### config.mk
export PLATFORM = sky130hd
export DESIGN_NAME = creg_response_field_parser
export DESIGN_NICKNAME = d
export VERILOG_FILES = /design/src/hdl/crfp_pkg.sv /design/src/hdl/crfp_number.sv /design/src/hdl/creg_response_field_parser.sv
export VERILOG_INCLUDE_DIRS = /design/src /design/src/hdl
export SDC_FILE = /design/constraint.sdc
export NUM_CORES = 1
export LEC_CHECK = 0
export BUFFER_PORTS_ARGS = -buffer_cell sky130_fd_sc_hd__buf_2
export CORE_MARGIN = 10
export CORE_UTILIZATION = 61
export DETAILED_ROUTE_END_ITERATION = 7
export GPL_ROUTABILITY_DRIVEN = 0
export PLACE_DENSITY = 0.79
export SETUP_SLACK_MARGIN = 0.1
export SKIP_LAST_GASP = 1
export SYNTH_ARGS = -nofsm -noshare
export SYNTH_HDL_FRONTEND = slang
export SYNTH_SLANG_ARGS = --single-unit
### constraint.sdc
create_clock -name clock -period 6.4 [get_ports clock]
set_input_delay 1.28 -clock clock [delete_from_list [all_inputs] [get_ports clock]]
set_output_delay 1.28 -clock clock [all_outputs]
set_load 0.01 [all_outputs]
### src/hdl/assert_macros.svh
// Assertion macros for the RTL of the response field parser.
// No dependencies; the including module must have signals named clock and reset.
`ifndef ASSERT_MACROS_SVH
`define ASSERT_MACROS_SVH
`ifndef SYNTH
// Property that must hold at every clock edge outside reset.
`define CRFP_ASSERT(lbl, prop, msg) \
   lbl: assert property (@(posedge clock) disable iff (reset) (prop)) else $error(msg);
// Same-cycle implication.
`define CRFP_IMPLIES(lbl, ante, cons, msg) \
   lbl: assert property (@(posedge clock) disable iff (reset) (ante) |-> (cons)) \
      else $error(msg);
// Next-cycle implication.
`define CRFP_NEXT(lbl, ante, cons, msg) \
   lbl: assert property (@(posedge clock) disable iff (reset) (ante) |=> (cons)) \
      else $error(msg);
`else
`define CRFP_ASSERT(lbl, prop, msg)
`define CRFP_IMPLIES(lbl, ante, cons, msg)
`define CRFP_NEXT(lbl, ante, cons, msg)
`endif
`endif

### src/hdl/crfp_pkg.sv
// Types and character constants for the response field parser.
// No dependencies; used by crfp_number and creg_response_field_parser.
`default_nettype none
package crfp_pkg;

   localparam logic [7:0] CHAR_COLON = 8'h3A;
   localparam logic [7:0] CHAR_COMMA = 8'h2C;
   localparam logic [7:0] CHAR_SPACE = 8'h20;
   localparam logic [7:0] CHAR_PLUS  = 8'h2B;
   localparam logic [7:0] CHAR_MINUS = 8'h2D;
   localparam logic [7:0] CHAR_ZERO  = 8'h30;
   localparam logic [7:0] CHAR_NINE  = 8'h39;
   localparam logic [7:0] CHAR_TAB   = 8'h09;
   localparam logic [7:0] CHAR_CR    = 8'h0D;

   localparam logic [7:0]  NUM_SAT        = 8'd255;
   localparam logic [8:0]  STATUS_FAIL    = 9'h1FF;
   localparam logic [8:0]  STATUS_HOME    = 9'd1;
   localparam logic [8:0]  STATUS_ROAMING = 9'd5;

   typedef enum logic [1:0] {
      NUM_SKIP,
      NUM_SIGN,
      NUM_DIGITS,
      NUM_DONE
   } num_phase_type;

   typedef enum logic [3:0] {
      SCAN_COLON,
      SCAN_F1_SKIP,
      SCAN_F1,
      SCAN_F2_OPEN,
      SCAN_F2,
      SCAN_F3_SKIP,
      SCAN_F3,
      SCAN_F4_SKIP,
      SCAN_DONE
   } scan_phase_type;

   typedef struct packed {
      logic feed;
      logic clear;
   } num_ctrl_type;

endpackage
`default_nettype wire

### src/hdl/crfp_number.sv
// Decimal number parser for one field, in the manner of strtol, saturating at 255.
// Depends on crfp_pkg.
`default_nettype none
module crfp_number (
   input  wire logic                  clock,
   input  wire logic                  reset,
   input  wire crfp_pkg::num_ctrl_type ctrl,
   input  wire logic [7:0]            line_byte,
   output logic      [7:0]            num_value,
   output logic                       num_negative
);

   crfp_pkg::num_phase_type phase_ff, phase_in;
   logic [7:0]  value_ff, value_in;
   logic        neg_ff, neg_in;
   logic        is_digit, is_white, is_sign;
   logic [11:0] prod;

   assign is_digit = (line_byte >= crfp_pkg::CHAR_ZERO) && (line_byte <= crfp_pkg::CHAR_NINE);
   assign is_white = (line_byte == crfp_pkg::CHAR_SPACE) ||
                     ((line_byte >= crfp_pkg::CHAR_TAB) && (line_byte <= crfp_pkg::CHAR_CR));
   assign is_sign  = (line_byte == crfp_pkg::CHAR_PLUS) || (line_byte == crfp_pkg::CHAR_MINUS);
   assign prod     = {1'b0, value_ff, 3'b000} + {3'b000, value_ff, 1'b0} +
                     {8'd0, line_byte[3:0] - crfp_pkg::CHAR_ZERO[3:0]};

   // Next phase.
   always_comb begin
      phase_in = phase_ff;
      if (ctrl.feed) begin
         unique case (phase_ff)
            crfp_pkg::NUM_SKIP: begin
               if (is_white) begin
                  phase_in = crfp_pkg::NUM_SKIP;
               end else if (is_sign) begin
                  phase_in = crfp_pkg::NUM_SIGN;
               end else begin
                  phase_in = is_digit ? crfp_pkg::NUM_DIGITS : crfp_pkg::NUM_DONE;
               end
            end
            crfp_pkg::NUM_SIGN, crfp_pkg::NUM_DIGITS: begin
               phase_in = is_digit ? crfp_pkg::NUM_DIGITS : crfp_pkg::NUM_DONE;
            end
            crfp_pkg::NUM_DONE: begin
               phase_in = crfp_pkg::NUM_DONE;
            end
            default: begin
               phase_in = crfp_pkg::NUM_DONE;
            end
         endcase
      end
   end

   // Value and sign.
   always_comb begin
      value_in = value_ff;
      neg_in   = neg_ff;
      if (ctrl.feed) begin
         if ((phase_ff == crfp_pkg::NUM_SKIP) && is_sign) begin
            neg_in = (line_byte == crfp_pkg::CHAR_MINUS);
         end else if ((phase_ff != crfp_pkg::NUM_DONE) && is_digit &&
                      !((phase_ff == crfp_pkg::NUM_SKIP) && is_white)) begin
            value_in = (prod > 12'(crfp_pkg::NUM_SAT)) ? crfp_pkg::NUM_SAT : prod[7:0];
         end
      end
   end

   always_ff @(posedge clock) begin
      if (reset || ctrl.clear) begin
         phase_ff <= crfp_pkg::NUM_SKIP;
         value_ff <= 8'd0;
         neg_ff   <= 1'b0;
      end else begin
         phase_ff <= phase_in;
         value_ff <= value_in;
         neg_ff   <= neg_in;
      end
   end

   // The values after this byte, so that the line's last byte counts.
   assign num_value    = value_in;
   assign num_negative = neg_in;

endmodule
`default_nettype wire

### src/hdl/creg_response_field_parser.sv
// Top level of the registration response field parser: scan control, field offsets, result.
// Depends on crfp_pkg, crfp_number and assert_macros.svh.
//
//   Channel | Direction | Handshake            | Payload
//   --------+-----------+----------------------+------------------------------------------
//   req     | in        | req_valid/req_ready  | line_byte, line_end
//   rsp     | out       | rsp_valid/rsp_ready  | parse_ok, registered, reg_status, area/cell
//
// One byte is taken per cycle while req_ready is high. A byte first lands in an input
// register; from there the scan logic and both number parsers advance on it and, for the
// last byte of a line, the result register is loaded; rsp_valid comes from that register.
// A held byte that closes no line always moves on; a last byte waits in the input register,
// with req_ready low, only while an earlier result is still held and not being taken.
// Reset is synchronous and clears all scan state, which also returns to it after each line.
`default_nettype none
`include "assert_macros.svh"
module creg_response_field_parser #(
   parameter int MAX_LINE = 256
) (
   input  wire logic              clock,
   input  wire logic              reset,
   input  wire logic              req_valid,
   output logic                   req_ready,
   input  wire logic [7:0]        req_line_byte,
   input  wire logic              req_line_end,
   output logic                   rsp_valid,
   input  wire logic              rsp_ready,
   output logic                   rsp_parse_ok,
   output logic                   rsp_registered,
   output logic signed [8:0]      rsp_reg_status,
   output logic                   rsp_area_present,
   output logic [7:0]             rsp_area_start,
   output logic [7:0]             rsp_area_length,
   output logic [7:0]             rsp_cell_start,
   output logic [7:0]             rsp_cell_length
);

   // Position counter holds MAX_LINE itself; stored offsets are always below it.
   localparam int PW = $clog2(MAX_LINE + 1);
   localparam int AW = $clog2(MAX_LINE);
   // Working width for lengths and clipping, at least wide enough to hold 255.
   localparam int XW = (PW > 9) ? PW : 9;

   typedef struct packed {
      logic [3:0] open;
      logic [3:0] close;
   } scan_act_type;

   function automatic logic [7:0] clip8(input logic [XW-1:0] v);
      return (v > XW'(255)) ? 8'hFF : v[7:0];
   endfunction

   // Input register.
   logic       in_vld_ff;
   logic [7:0] in_byte_ff;
   logic       in_last_ff;
   logic       fire;
   logic       load;

   // Scan state.
   crfp_pkg::scan_phase_type phase_ff, phase_in;
   scan_act_type             act;
   logic [PW-1:0]            pos_ff, pos_in;
   logic [AW-1:0]            start_ff [4];
   logic [AW-1:0]            start_in [4];
   logic [AW-1:0]            end_ff [4];
   logic [AW-1:0]            end_in [4];
   logic [3:0]               found_ff, found_in;
   logic                     in_range;
   logic                     scan_en;
   logic                     is_space, is_comma;

   // Number parsers for fields 1 and 2.
   crfp_pkg::num_ctrl_type   num_ctrl [2];
   logic [7:0]               num_value [2];
   logic                     num_negative [2];

   // Result path.
   logic [XW-1:0]            len [1:3];
   logic [7:0]               st8 [1:3];
   logic                     closed [1:3];
   logic                     ok, sel2, stat_neg;
   logic [8:0]               mag9, status;
   logic                     area;
   logic [7:0]               a_s, a_l, c_s, c_l;

   // Result register.
   logic                     rsp_valid_ff;
   logic                     ok_ff, registered_ff, area_ff;
   logic [8:0]               status_ff;
   logic [7:0]               a_s_ff, a_l_ff, c_s_ff, c_l_ff;

   // A held byte advances unless it closes a line and the result slot stays occupied.
   assign fire      = in_vld_ff && (!in_last_ff || !rsp_valid_ff || rsp_ready);
   assign load      = fire && in_last_ff;
   assign req_ready = !in_vld_ff || fire;

   always_ff @(posedge clock) begin
      if (reset) begin
         in_vld_ff <= 1'b0;
      end else if (req_ready) begin
         in_vld_ff <= req_valid;
      end
   end

   always_ff @(posedge clock) begin
      if (req_ready && req_valid) begin
         in_byte_ff <= req_line_byte;
         in_last_ff <= req_line_end;
      end
   end

   assign in_range = (pos_ff < PW'(MAX_LINE));
   assign scan_en  = fire && in_range && (phase_ff != crfp_pkg::SCAN_DONE);
   assign is_space = (in_byte_ff == crfp_pkg::CHAR_SPACE);
   assign is_comma = (in_byte_ff == crfp_pkg::CHAR_COMMA);
   assign pos_in   = (fire && in_range) ? pos_ff + PW'(1) : pos_ff;

   // Next scan phase.
   always_comb begin
      phase_in = phase_ff;
      if (scan_en) begin
         unique case (phase_ff)
            crfp_pkg::SCAN_COLON: begin
               if (in_byte_ff == crfp_pkg::CHAR_COLON) phase_in = crfp_pkg::SCAN_F1_SKIP;
            end
            crfp_pkg::SCAN_F1_SKIP: begin
               if (is_comma) phase_in = crfp_pkg::SCAN_F2_OPEN;
               else if (!is_space) phase_in = crfp_pkg::SCAN_F1;
            end
            crfp_pkg::SCAN_F1: begin
               if (is_comma) phase_in = crfp_pkg::SCAN_F2_OPEN;
            end
            crfp_pkg::SCAN_F2_OPEN: begin
               phase_in = is_comma ? crfp_pkg::SCAN_F3_SKIP : crfp_pkg::SCAN_F2;
            end
            crfp_pkg::SCAN_F2: begin
               if (is_comma) phase_in = crfp_pkg::SCAN_F3_SKIP;
            end
            crfp_pkg::SCAN_F3_SKIP: begin
               if (is_comma) phase_in = crfp_pkg::SCAN_F4_SKIP;
               else if (!is_space) phase_in = crfp_pkg::SCAN_F3;
            end
            crfp_pkg::SCAN_F3: begin
               if (is_comma) phase_in = crfp_pkg::SCAN_F4_SKIP;
            end
            crfp_pkg::SCAN_F4_SKIP: begin
               if (!is_space) phase_in = crfp_pkg::SCAN_DONE;
            end
            crfp_pkg::SCAN_DONE: begin
               phase_in = crfp_pkg::SCAN_DONE;
            end
            default: begin
               phase_in = crfp_pkg::SCAN_DONE;
            end
         endcase
      end
   end

   // Field open and close actions of the scan.
   always_comb begin
      act = '0;
      if (scan_en) begin
         unique case (phase_ff)
            crfp_pkg::SCAN_F1_SKIP: begin
               act.open[0]  = !is_space;
               act.close[0] = is_comma;
            end
            crfp_pkg::SCAN_F1: begin
               act.close[0] = is_comma;
            end
            crfp_pkg::SCAN_F2_OPEN: begin
               act.open[1]  = 1'b1;
               act.close[1] = is_comma;
            end
            crfp_pkg::SCAN_F2: begin
               act.close[1] = is_comma;
            end
            crfp_pkg::SCAN_F3_SKIP: begin
               act.open[2]  = !is_space;
               act.close[2] = is_comma;
            end
            crfp_pkg::SCAN_F3: begin
               act.close[2] = is_comma;
            end
            crfp_pkg::SCAN_F4_SKIP: begin
               act.open[3]  = !is_space;
            end
            default: begin
               act = '0;
            end
         endcase
      end
   end

   always_comb begin
      for (int k = 0; k < 4; k++) begin
         start_in[k] = act.open[k]  ? pos_ff[AW-1:0] : start_ff[k];
         end_in[k]   = act.close[k] ? pos_ff[AW-1:0] : end_ff[k];
      end
      found_in = found_ff | act.open;
   end

   always_ff @(posedge clock) begin
      if (reset || load) begin
         phase_ff <= crfp_pkg::SCAN_COLON;
         pos_ff   <= '0;
         found_ff <= '0;
         for (int k = 0; k < 4; k++) begin
            start_ff[k] <= '0;
            end_ff[k]   <= '0;
         end
      end else begin
         phase_ff <= phase_in;
         pos_ff   <= pos_in;
         found_ff <= found_in;
         for (int k = 0; k < 4; k++) begin
            start_ff[k] <= start_in[k];
            end_ff[k]   <= end_in[k];
         end
      end
   end

   // A number parser listens from the byte that opens its field onwards.
   for (genvar g = 0; g < 2; g++) begin : g_num
      assign num_ctrl[g].feed  = scan_en && found_in[g];
      assign num_ctrl[g].clear = load;

      crfp_number u_number (
         .clock        (clock),
         .reset        (reset),
         .ctrl         (num_ctrl[g]),
         .line_byte    (in_byte_ff),
         .num_value    (num_value[g]),
         .num_negative (num_negative[g])
      );
   end

   // Result from the state as it stands after the last byte. A field that was
   // closed ends at its comma, otherwise at the line end.
   assign closed[1] = (phase_in >= crfp_pkg::SCAN_F3_SKIP);
   assign closed[2] = (phase_in >= crfp_pkg::SCAN_F4_SKIP);
   assign closed[3] = 1'b0;

   always_comb begin
      for (int k = 1; k <= 3; k++) begin
         logic [XW-1:0] st, en;
         st     = XW'(start_in[k]);
         en     = closed[k] ? XW'(end_in[k]) : XW'(pos_in);
         len[k] = (en >= st) ? en - st : '0;
         st8[k] = clip8(st);
      end
   end

   assign ok       = (phase_in >= crfp_pkg::SCAN_F1);
   // Status comes from field 2 when exactly two or four fields started.
   assign sel2     = (found_in[1] && !found_in[2] && !found_in[3]) ||
                     (found_in[1] && found_in[2] && found_in[3]);
   assign mag9     = {1'b0, sel2 ? num_value[1] : num_value[0]};
   assign stat_neg = sel2 ? num_negative[1] : num_negative[0];
   assign status   = !ok ? crfp_pkg::STATUS_FAIL : (stat_neg ? 9'(-mag9) : mag9);

   always_comb begin
      area = 1'b0;
      a_s  = 8'd0;
      a_l  = 8'd0;
      c_s  = 8'd0;
      c_l  = 8'd0;
      priority if (ok && found_in[1] && found_in[2] && !found_in[3]) begin
         area = 1'b1;
         a_s  = st8[1];
         a_l  = clip8(len[1]);
         c_s  = st8[2];
         c_l  = clip8(len[2]);
      end else if (ok && found_in[2] && found_in[3]) begin
         area = 1'b1;
         a_s  = st8[2];
         a_l  = clip8(len[2]);
         c_s  = st8[3];
         c_l  = clip8(len[3]);
      end
   end

   always_ff @(posedge clock) begin
      if (reset) begin
         rsp_valid_ff <= 1'b0;
      end else if (load) begin
         rsp_valid_ff <= 1'b1;
      end else if (rsp_ready) begin
         rsp_valid_ff <= 1'b0;
      end
   end

   always_ff @(posedge clock) begin
      if (load) begin
         ok_ff         <= ok;
         registered_ff <= (status == crfp_pkg::STATUS_HOME) ||
                          (status == crfp_pkg::STATUS_ROAMING);
         status_ff     <= status;
         area_ff       <= area;
         a_s_ff        <= a_s;
         a_l_ff        <= a_l;
         c_s_ff        <= c_s;
         c_l_ff        <= c_l;
      end
   end

   assign rsp_valid        = rsp_valid_ff;
   assign rsp_parse_ok     = ok_ff;
   assign rsp_registered   = registered_ff;
   assign rsp_reg_status   = status_ff;
   assign rsp_area_present = area_ff;
   assign rsp_area_start   = a_s_ff;
   assign rsp_area_length  = a_l_ff;
   assign rsp_cell_start   = c_s_ff;
   assign rsp_cell_length  = c_l_ff;

   // A failed parse reports status -1 and no area fields.
   `CRFP_IMPLIES(a_fail_status, rsp_valid_ff && !ok_ff,
                 (status_ff == crfp_pkg::STATUS_FAIL) && !area_ff,
                 "failed parse without status -1")
   // The registered flag agrees with the status it was derived from.
   `CRFP_IMPLIES(a_registered, rsp_valid_ff && registered_ff,
                 (status_ff == crfp_pkg::STATUS_HOME) || (status_ff == crfp_pkg::STATUS_ROAMING),
                 "registered flag without home or roaming status")
   // Closing a line returns the scan to its start and presents a result.
   `CRFP_NEXT(a_line_close, load,
              (phase_ff == crfp_pkg::SCAN_COLON) && (pos_ff == '0) && rsp_valid_ff,
              "scan state not reset after line end")
   // The position counter never runs past the line limit.
   `CRFP_ASSERT(a_pos_bound, pos_ff <= PW'(MAX_LINE), "byte position beyond line limit")

endmodule
`default_nettype wire
==> results.tsv, run 1 <==
stage	metric	value	unit
clock_tree	path_clk_slew	60	ps
clock_tree	clockBufferDepth	2	
route	dr.pass1.iters	5	
route	drt_wl_total	20900	µm
pwr	share_seq_of_total_power	44.1	%
pwr	p_clk_share	51.6	%
cells_and_area	syn_to_final_growth	12.8	%
worst_setup_path	reg2reg_depth	20	
synthesis	synth-seq-cells	134	
min_path	min_from	end_ff[2][5]	
sta	tns	0	ps
sta	finalHoldViolations	0	
cells_and_area	fin_nets	1006	
worst_setup_path	worst-path-stages	20	
clock_tree	cts_tree	built	
floorplan	core	13300	µm²
clock_tree	cts-root-buf	clkbuf_16	
synthesis	async_reset_ff_share	0	%
run	drv_cap	0	
global_route	grt_pass1_wl	34100	µm
pwr	p_per_area	221	nW/µm²
route	dr_total_vias	6969	
sta	max_slew_margin	41.1	%
global_route	grtUsageTotal	22.9	%
pwr	ir_drop	0.000198	V
cells_and_area	antennaDiodeCount	0	
min_path	hold_class	reg2reg	
route	drc	0	
sta	worst_pin_slew	881	ps
sta	drv_slew	0	
sta	min_period_over_period	86.2	%
clock_tree	cts_setup_buffers	0	
worst_setup_path	cp_max_fo	8	
floorplan	dieHeight	137	µm
floorplan	rows	42	
route	drt_iter0_drc	656	
synthesis	synthTopCellsByArea	dfxtp_1 (20%), edfxtp_1 (19%), ha_1 (9.4%)	
sta	finClkSkew	9.41	ps
clock_tree	hold_buffers	0	
placement	io_buffers	58	
worst_setup_path	crit_path_end_kind	register	
clock_tree	clk_latency	440	ps
worst_setup_path	slowest_stage	a2111oi_0	
pwr	intPower	1.62	mW
floorplan	dieArea	18700	µm²
synthesis	yosysTopAreaCell	dfxtp_1	
clock_tree	cts_sinks	134	
floorplan	initial_core_util	62.4	%
pwr	p_comb_share	4.3	%
synthesis	synth-edff-count	53	
worst_setup_path	path_class	in2reg	
pwr	p_switching	0.451	mW
global_route	grt_max_degree	62	
pwr	sw_frac_of_total	21.8	%
min_path	hold_depth	2	
synthesis	syn_inst	875	
route	ant_nets	0	
cells_and_area	drive_gt1_share	14.8	%
cells_and_area	final_cell_mix	nor2_1 (134), dfxtp_1 (81), ha_1 (62)	
worst_setup_path	arrival	5670	ps
global_route	grt_pass1_vias	6622	
route	vias_per_cell	6.26	
min_path	holdPathEnd	end_ff[2][5]	
global_route	gr-total-overflow	0	
worst_setup_path	cp_common_cell	o21ai_0	
pwr	p_leak	3.83	nW
sta	layout_min_cycle_time	5520	ps
synthesis	synthDistinctLibCells	88	
floorplan	dieWidth	137	µm
sta	setup_viol_count_final	0	
synthesis	yosysTopAreaCellShare	19.6	%
sta	rsz0062_at_grt	no	
clock_tree	cts_resized	0	
sta	clock.fmax	181	MHz
worst_setup_path	critPathTopFamily	compound AO/OA/AOI/OAI gates	
worst_setup_path	ff2ff_setup_slack	970	ps
worst_setup_path	cp_cell_sequence	buf_2 -> and3b_1 -> nor2_1 -> o21ai_0 -> a32oi_1 -> a21oi_1 -> nor3_2 -> buf_4 -> mux2i_1 -> ha_1 -> nor2b_1 -> o21ai_0 -> a21boi_0 -> o21ai_0 -> a21boi_0 -> o21ai_0 -> nand2b_1 -> a2111oi_0 -> or2_2 -> o22ai_1	
global_route	antenna_found_initial	0	
clock_tree	htree_num_levels	4	
synthesis	yosys_warnings	0	
floorplan	io_pins	59	
synthesis	avgSynthCellArea	9.48	µm²
synthesis	ys.flop_type	dfxtp_1	
placement	dp_hpwl	15000	µm
synthesis	ys_seq_area_share	38.7	%
worst_setup_path	critPathBufInv	2	
worst_setup_path	reg2reg_to	rsp_cell_length[6]	
clock_tree	numCtsBuffers	17	
worst_setup_path	r2r_start	in_byte_ff[3]	
cells_and_area	fill_cells	1017	
synthesis	synth_fp_nets	957	
cells_and_area	layout_commonest_cell	nor2_1	
worst_setup_path	crit_path_start	rsp_ready	
synthesis	synthesis.area	8290	µm²
route	wl_per_cell	18.7	µm
cells_and_area	design_area	9350	µm²
run_status	status	completed	
worst_setup_path	cp-start-kind	input port	
placement	post_dp_cell_area	8710	µm²
worst_setup_path	cpPeakStageDelay	680	ps
worst_setup_path	crit_required	6550	ps
==> layer usage <==
metal	part of all wire, %	vias up	track usage (%)	wire (µm)
met3	9.3	46	6.56	1940
li1	-	3294	-	-
met5	0	-	0	0
met4	2.3	0	8.28	483
met1	45	3315	31.7	9430
met2	43	314	33.1	9000
==> area by class of cell <==
class | count | area, µm² | area share [%]
Tap cell | 176 | 220 | 2.35
Sequential cell | 134 | 3210 | 34.4
Clock buffer | 21 | 472 | 5.04
Clock inverter | 11 | 169 | 1.81
Multi-Input combinational cell | 644 | 4690 | 50.1
Inverter | 58 | 218 | 2.33
Timing Repair Buffer | 69 | 373 | 3.99
==> state kept, by name, indices dropped and copies added (netlist names), 8 cells and up <==
| name | count |
|---|---|
| start_ff | 24 |
| end_ff | 16 |
| g_num.u_number.value_ff | 16 |
| pos_ff | 9 |
| rsp_reg_status | 9 |
| in_byte_ff | 8 |
| rsp_area_length | 8 |
| rsp_area_start | 8 |
| rsp_cell_length | 8 |
| rsp_cell_start | 8 |
==> worst register-to-register path, cell delays in order, from the launching register on <==
cell and delay [ps]:
edfxtp_1 700, nand3b_1 190, or3b_1 420, a41oi_1 220, and4_1 200, a21oi_1 70, o31ai_2 250, buf_4 270
nor2_1 90, a21oi_1 170, ha_1 280, nor2b_1 130, o21ai_0 200, a21oi_1 130, o21ai_0 220, a21oi_1 130
o21a_1 200, o21ai_0 410, nand3_1 280, a211oi_1 390, o221ai_1 200
==> logic make-up after synthesis <==
logic type | synth area share [%]
compound gates | 16.9
mux | 7.66
flops | 38.7
simple gates | 16.9
fa+ha+maj | 11.0
buf+inv | 4.81
xor+xnor | 3.89
==> per-stage QoR <==
step           hold slack (ps)  util (%)  std cells  power (mW)  setup slack [ps]
5_1_grt                    542      70.3       1113        2.12               390
6_report                   499      70.3       1113        2.07               884
2_1_floorplan              461         -        875       0.983              1130
3_5_place_dp               486      65.5       1081        1.02               612
3_3_place_gp               476      65.5       1081        1.01               773
4_1_cts                    500      70.3       1113        2.07              1030
==> cells in the mapped netlist (10+ instances only) <==
master / n
xor2_1: 17
and2_1: 10
a21oi_1: 35
a21o_1: 11
xnor2_1: 18
edfxtp_1: 53
nor3_1: 15
nand3_1: 15
nand2_1: 31
o22ai_1: 29
clkbuf_1: 26
nor2_1: 135
inv_1: 57
ha_1: 62
o21ai_0: 27
mux2i_1: 52
a31oi_1: 16
nand4_1: 12
a211oi_1: 10
dfxtp_1: 81
==> power groups by stage <==
| stage | logic (mW) | clock network [mW] | registers (mW) |
|---|---|---|---|
| global placement | 0.0861 | 0 | 0.928 |
| detailed placement | 0.0870 | 0 | 0.929 |
| finish | 0.0893 | 1.07 | 0.911 |
| global route | 0.0984 | 1.11 | 0.913 |
| CTS | 0.0884 | 1.07 | 0.911 |
| floorplan | 0.0526 | 0 | 0.930 |
==> how the worst max path moves through the flow <==
stage / to / slack [ps]
finish: rsp_area_length[2] / 880
global route: rsp_area_length[2] / 390
CTS: rsp_area_length[2] / 1030
detailed placement: rsp_area_length[6] / 610
global placement: rsp_area_length[6] / 770
floorplan: rsp_area_length[6] / 1130
No activity file was read; power rests on OpenSTA's default activity.
==> run 2: changes to the inputs <==
- CORE_UTILIZATION: 61 -> 62
- PLACE_DENSITY: 0.79 -> 0.8
- SETUP_SLACK_MARGIN: 0.1 -> 0.2
- SYNTH_HIERARCHICAL: not set -> 1
==> results.tsv, run 2 <==
stage	metric	value	unit	change
run_status	status	completed		unchanged
global_route	grt_pass1_vias	6921		was 6622
route	drt_iter0_drc	865		was 656
synthesis	yosysTopAreaCell	dfxtp_1		unchanged
cells_and_area	fill_cells	1065		was 1017
worst_setup_path	crit_required	6570	ps	was 6550 ps
clock_tree	numCtsBuffers	17		unchanged
global_route	grt_pass1_wl	35800	µm	was 34100 µm
synthesis	synth_fp_nets	1021		was 957
synthesis	synthesis.area	8730	µm²	was 8290 µm²
clock_tree	hold_buffers	0		unchanged
cells_and_area	seq_area	3210	µm²	unchanged
worst_setup_path	cp-start-kind	input port		unchanged
pwr	p_leak	3.92	nW	was 3.83 nW
clock_tree	htree_num_levels	4		unchanged
floorplan	core	13800	µm²	was 13300 µm²
sta	layout_min_cycle_time	5500	ps	was 5520 ps
clock_tree	cts_resized	0		unchanged
route	ant_nets	0		unchanged
sta	rsz0062_at_grt	no		unchanged
clock_tree	path_clk_slew	60	ps	about the same
cells_and_area	largest_reg_flops	24		unchanged
synthesis	yosys_warnings	6		was 0
cells_and_area	fin_nets	1067		was 1006
floorplan	dieWidth	139	µm	was 137 µm
clock_tree	clk_latency	430	ps	was 440 ps
worst_setup_path	arrival	5660	ps	was 5670 ps
worst_setup_path	crit_path_end_kind	register		unchanged
pwr	sw_frac_of_total	24.0	%	was 21.8%
sta	drv_slew	0		unchanged
clock_tree	cts_sinks	134		unchanged
clock_tree	clockBufferDepth	2		unchanged
global_route	gr-total-overflow	0		unchanged
sta	min_period_over_period	85.9	%	was 86.2%
synthesis	synthTopCellsByCount	nor2_1 (135), dfxtp_1 (81), ha_1 (62)		unchanged
route	vias_per_cell	6.26		about the same
cells_and_area	regMostFlops	start_ff		unchanged
cells_and_area	multi_input_area	5120	µm²	was 4690 µm²
cells_and_area	drive_gt1_share	13.0	%	was 14.8%
cells_and_area	antennaDiodeCount	0		unchanged
floorplan	initial_core_util	63.1	%	was 62.4%
sta	worst_pin_slew	1070	ps	was 881 ps
global_route	grtUsageTotal	22.3	%	was 22.9%
worst_setup_path	ff2ff_setup_slack	1170	ps	was 970 ps
route	dr_total_vias	7371		was 6969
pwr	share_seq_of_total_power	47.5	%	was 44.1%
cells_and_area	largestRegisters	start_ff (24), end_ff (16), g_num.u_number/value_ff (16)		was start_ff (24), end_ff (16), g_num.u_number.value_ff (16)
sta	finalHoldViolations	0		unchanged
route	drt_wl_total	21800	µm	was 20900 µm
synthesis	synthTopCellsByArea	dfxtp_1 (19%), edfxtp_1 (18%), ha_1 (8.9%)		was dfxtp_1 (20%), edfxtp_1 (19%), ha_1 (9.4%)
cells_and_area	fin_cells	1178		was 1113
cells_and_area	final_cell_mix	nor2_1 (134), dfxtp_1 (81), ha_1 (62)		unchanged
cells_and_area	syn_to_final_growth	10.5	%	was 12.8%
worst_setup_path	path_class	in2reg		unchanged
route	wl_per_cell	18.5	µm	was 18.7 µm
synthesis	yosysTopAreaCellShare	18.6	%	was 19.6%
route	dr.pass1.iters	6		was 5
min_path	min_from	end_ff[1][0]		was end_ff[2][5]
sta	setup_viol_count_final	0		unchanged
sta	finClkSkew	13.9	ps	was 9.41 ps
clock_tree	cts_tree	built		unchanged
floorplan	rows	43		was 42
cells_and_area	layout_commonest_cell	nor2_1		unchanged
placement	placed_cells	1146		was 1081
route	drc	0		unchanged
clock_tree	cts-root-buf	clkbuf_16		unchanged
sta	max_slew_margin	28.4	%	was 41.1%
synthesis	ys.flop_type	dfxtp_1		unchanged
synthesis	async_reset_ff_share	0	%	unchanged
cells_and_area	design_area	9650	µm²	was 9350 µm²
clock_tree	cts_setup_buffers	0		unchanged
pwr	ir_drop	0.000185	V	was 0.000198 V
worst_setup_path	cp_max_fo	20		was 8
floorplan	dieArea	19200	µm²	was 18700 µm²
pwr	p_per_area	200	nW/µm²	was 221 nW/µm²
sta	tns	0	ps	unchanged
sta	clock.fmax	182	MHz	was 181 MHz
pwr	p_clk_share	47.2	%	was 51.6%
synthesis	synth-seq-cells	134		unchanged
floorplan	dieHeight	139	µm	was 137 µm
cells_and_area	utilization	69.8	%	was 70.3%
placement	dp_hpwl	16000	µm	was 15000 µm
synthesis	synth-edff-count	53		unchanged
pwr	p_switching	0.463	mW	was 0.451 mW
synthesis	syn_inst	939		was 875
worst_setup_path	crit_path_start	rsp_ready		unchanged
min_path	hold_class	reg2reg		unchanged
pwr	p_comb_share	5.4	%	was 4.3%
pwr	intPower	1.47	mW	was 1.62 mW
placement	post_dp_cell_area	9100	µm²	was 8710 µm²
global_route	antenna_found_initial	0		unchanged
synthesis	avgSynthCellArea	9.29	µm²	was 9.48 µm²
synthesis	ys_seq_area_share	36.8	%	was 38.7%
worst_setup_path	r2r_start	in_byte_ff[3]		unchanged
floorplan	io_pins	59		unchanged
placement	io_buffers	58		unchanged
synthesis	yosysMostFrequentCell	nor2_1		unchanged
run	drv_cap	0		unchanged
global_route	grt_max_degree	57		was 62
synthesis	synthDistinctLibCells	86		was 88
[run 2: area by class of cell]
class,count,share of cell area [%]
clock inverter,11,0.726
timing repair buffer,70,3.94
clock buffer,21,4.89
sequential,134,33.3
multi-input combinational,718,53.1
tap,180,2.33
inverter,44,1.71
[run 2: worst max-delay path, cell delays in order]
cell       delay, ps
buf_2             80
nand3b_2         140
and3b_1          680
and4_1           320
a21oi_1           70
and2_1           260
o21ai_2          470
buf_4            240
o21a_1           110
ha_1             230
nor2b_1          150
o31ai_1          390
a21oi_1          150
nor2_1           230
o2111ai_1        210
o211ai_1         410
a31oi_1           60
o21bai_1         190
[run 2: metal layers]
metal	track usage [%]	vias to the layer above	part of all wire, %
met1	31.7	3478	47
li1	-	3528	-
met4	7.19	0	2.1
met3	6.10	41	8.9
met5	0	-	0
met2	31.9	324	42
[run 2: worst paths after layout]
| check | to | cells after the start |
|---|---|---|
| worst max-delay path | rsp_area_length[3] | 18 |
| worst min-delay path | end_ff[1][0] | 2 |
| worst max register to register | rsp_registered | 19 |
| worst min register to register | end_ff[1][0] | 2 |
[run 2: per-stage QoR]
stage	power, mW	hold WS (ps)	setup WS, ps
2_1_floorplan	1.00	455	1480
3_3_place_gp	1.03	467	794
3_5_place_dp	1.03	477	640
4_1_cts	1.93	489	1010
5_1_grt	1.99	505	512
6_report	1.93	499	902
[run 2: logic make-up (layout without fill, tap and decap cells)]
kind of cell    Yosys count  after routing  share of synthesized area, %
simple gates            295            295                          17.2
compound gates          257            257                          20.4
flops                   134            134                          36.8
buf+inv                  87            146                          4.59
fa+ha+maj                69             69                          10.5
mux                      49             49                          5.62
xor+xnor                 48             48                          4.82
[run 2: power by group through the flow]
| stage | registers (mW) | clock network, mW | logic (mW) |
|---|---|---|---|
| detailed placement | 0.933 | 0 | 0.102 |
| CTS | 0.915 | 0.913 | 0.102 |
| global placement | 0.932 | 0 | 0.0999 |
| finish | 0.915 | 0.909 | 0.103 |
| global route | 0.917 | 0.953 | 0.115 |
| floorplan | 0.933 | 0 | 0.0672 |
==> run 3: changes to the inputs <==
- CORE_UTILIZATION: 62 -> 44
- CTS_CLUSTER_SIZE: not set -> 16
- PLACE_DENSITY: 0.8 -> 0.6
- REMOVE_ABC_BUFFERS: not set -> 1
==> results.tsv, run 3 (synthesized netlist as in run 2, its figures left out) <==
stage	metric	value	unit	change
run_status	status	completed		unchanged
route	drt_wl_total	22300	µm	was 21800 µm
worst_setup_path	critPathCapture	rsp_area_length[7]		was rsp_area_length[3]
sta	layout_min_cycle_time	5220	ps	was 5500 ps
run	drv_cap	0		unchanged
global_route	grtUsageTotal	17.2	%	was 22.3%
global_route	grt_max_degree	57		unchanged
clock_tree	clk_latency	430	ps	about the same
global_route	grt_pass1_vias	6636		was 6921
clock_tree	cts_resized	0		unchanged
route	dr.pass1.iters	5		was 6
cells_and_area	multi_input_area	5120	µm²	unchanged
route	wl_per_cell	17.7	µm	was 18.5 µm
sta	rsz0062_at_grt	no		unchanged
route	drt_iter0_drc	528		was 865
cells_and_area	fin_nets	1066		was 1067
sta	finalHoldViolations	0		unchanged
cells_and_area	final_cell_mix	nor2_1 (134), dfxtp_1 (81), ha_1 (62)		unchanged
worst_setup_path	r2r_start	in_byte_ff[3]		unchanged
worst_setup_path	arrival	5480	ps	was 5660 ps
placement	post_dp_cell_area	9200	µm²	was 9100 µm²
sta	min_period_over_period	81.5	%	was 85.9%
floorplan	core	19500	µm²	was 13800 µm²
pwr	p_leak	3.93	nW	was 3.92 nW
route	dr_total_vias	7043		was 7371
placement	preCtsSetupSlack	801	ps	was 640 ps
worst_setup_path	reg2reg_to	rsp_area_length[7]		was rsp_registered
clock_tree	htree_num_levels	4		unchanged
clock_tree	path_clk_slew	60	ps	about the same
placement	io_buffers	58		unchanged
worst_setup_path	path_class	in2reg		unchanged
worst_setup_path	crit_path_end_kind	register		unchanged
worst_setup_path	ff2ff_setup_slack	1310	ps	was 1170 ps
floorplan	dieWidth	161	µm	was 139 µm
sta	drv_slew	0		unchanged
sta	worst_pin_slew	1150	ps	was 1070 ps
clock_tree	cts_tree	built		unchanged
clock_tree	cts_sinks	134		unchanged
pwr	p_per_area	206	nW/µm²	was 200 nW/µm²
global_route	antenna_found_initial	0		unchanged
floorplan	io_pins	59		unchanged
worst_setup_path	cp-start-kind	input port		unchanged
global_route	gr-total-overflow	0		unchanged
clock_tree	cts_setup_buffers	0		unchanged
sta	hold_slack	495	ps	was 499 ps
cells_and_area	syn_to_final_growth	12.4	%	was 10.5%
cells_and_area	antennaDiodeCount	0		unchanged
cells_and_area	fin_cells	1262		was 1178
sta	finClkSkew	10.3	ps	was 13.9 ps
global_route	grt_pass1_wl	35900	µm	was 35800 µm
route	ant_nets	0		unchanged
worst_setup_path	reg2reg_depth	17		was 19
sta	max_slew_margin	23.6	%	was 28.4%
cells_and_area	largestRegisters	start_ff (24), end_ff (16), g_num.u_number/value_ff (16)		unchanged
clock_tree	cts-root-buf	clkbuf_16		unchanged
cells_and_area	fill_cells	1852		was 1065
min_path	hold_class	reg2reg		unchanged
cells_and_area	drive_gt1_share	13.1	%	was 13.0%
floorplan	dieArea	25900	µm²	was 19200 µm²
clock_tree	hold_buffers	0		unchanged
sta	tns	0	ps	unchanged
placement	dp_hpwl	16600	µm	was 16000 µm
pwr	ir_drop	0.000174	V	was 0.000185 V
cells_and_area	utilization	50.4	%	was 69.8%
cells_and_area	seq_area	3210	µm²	unchanged
cells_and_area	layout_commonest_cell	nor2_1		unchanged
floorplan	rows	51		was 43
clock_tree	clockBufferDepth	2		unchanged
cells_and_area	largest_reg_flops	24		unchanged
clock_tree	numCtsBuffers	17		unchanged
cells_and_area	design_area	9810	µm²	was 9650 µm²
floorplan	initial_core_util	44.8	%	was 63.1%
cells_and_area	regMostFlops	start_ff		unchanged
worst_setup_path	crit_required	6660	ps	was 6570 ps
sta	clock.fmax	192	MHz	was 182 MHz
placement	placed_cells	1230		was 1146
sta	setup_viol_count_final	0		unchanged
floorplan	dieHeight	161	µm	was 139 µm
sta	setup_ws	1180	ps	was 902 ps
pwr	p_total	2.02	mW	was 1.93 mW
route	vias_per_cell	5.58		was 6.26
route	drc	0		unchanged
worst_setup_path	crit_path_start	rsp_ready		unchanged
worst_setup_path	cp_max_fo	18		was 20
## run 3: changes by cell type in the layout (fill, tap and decap cells not counted), sizes merged
cell,previous run,this run
bufinv,0,1
buf,70,69
clkinv,5,2
clkbuf,21,17
inv,50,56
## run 3: worst min path at each step
| stage | depth (start not counted) | slack (ps) | end | from |
|---|---|---|---|---|
| after floorplan | 2 | 450 | end_ff[1][5] | end_ff[1][5] |
| after global placement | 2 | 470 | end_ff[1][5] | end_ff[1][5] |
| after detailed placement | 2 | 480 | end_ff[1][5] | end_ff[1][5] |
| after CTS | 2 | 500 | end_ff[1][5] | end_ff[1][5] |
| after global routing | 1 | 530 | found_ff[0] | found_ff[0] |
| final | 1 | 490 | found_ff[0] | found_ff[0] |
## run 3: layer usage
| layer | up-vias | part of all wire, % | GRT usage [%] | routed length, µm |
|---|---|---|---|---|
| met2 | 153 | 45 | 26.6 | 10000 |
| met4 | 0 | 1.4 | 5.87 | 319 |
| li1 | 3529 | - | - | - |
| met1 | 3338 | 49 | 23.5 | 10900 |
| met3 | 23 | 5.0 | 3.09 | 1110 |
| met5 | - | 0 | 0 | 0 |
## run 3: cell type report
class	count	share of cell area [%]
clock inverter	15	1.81
timing repair buffer	69	3.80
inverter	44	1.68
clock buffer	17	4.34
sequential	134	32.8
multi-input combinational	718	52.2
tap	265	3.38
## run 3: power breakdown
group	switching, mW	total (mW)	internal [mW]
Clock	0.443	1.01	0.563
Combinational	0.0642	0.102	0.0380
Sequential	0.0168	0.915	0.898
Total	0.524	2.02	1.50
## run 3: worst max-delay path, cell delays in order
cell	delay (ps)
buf_2	110
nand3b_2	240
and3b_1	310
o211a_1	170
a211o_1	300
and2_1	190
o21ai_2	530
o22a_1	210
o311ai_0	130
ha_1	260
fa_1	410
nor2b_1	120
o21ai_0	130
a21oi_1	200
a211oi_1	80
or3_1	440
and3_1	210
o22ai_1	130
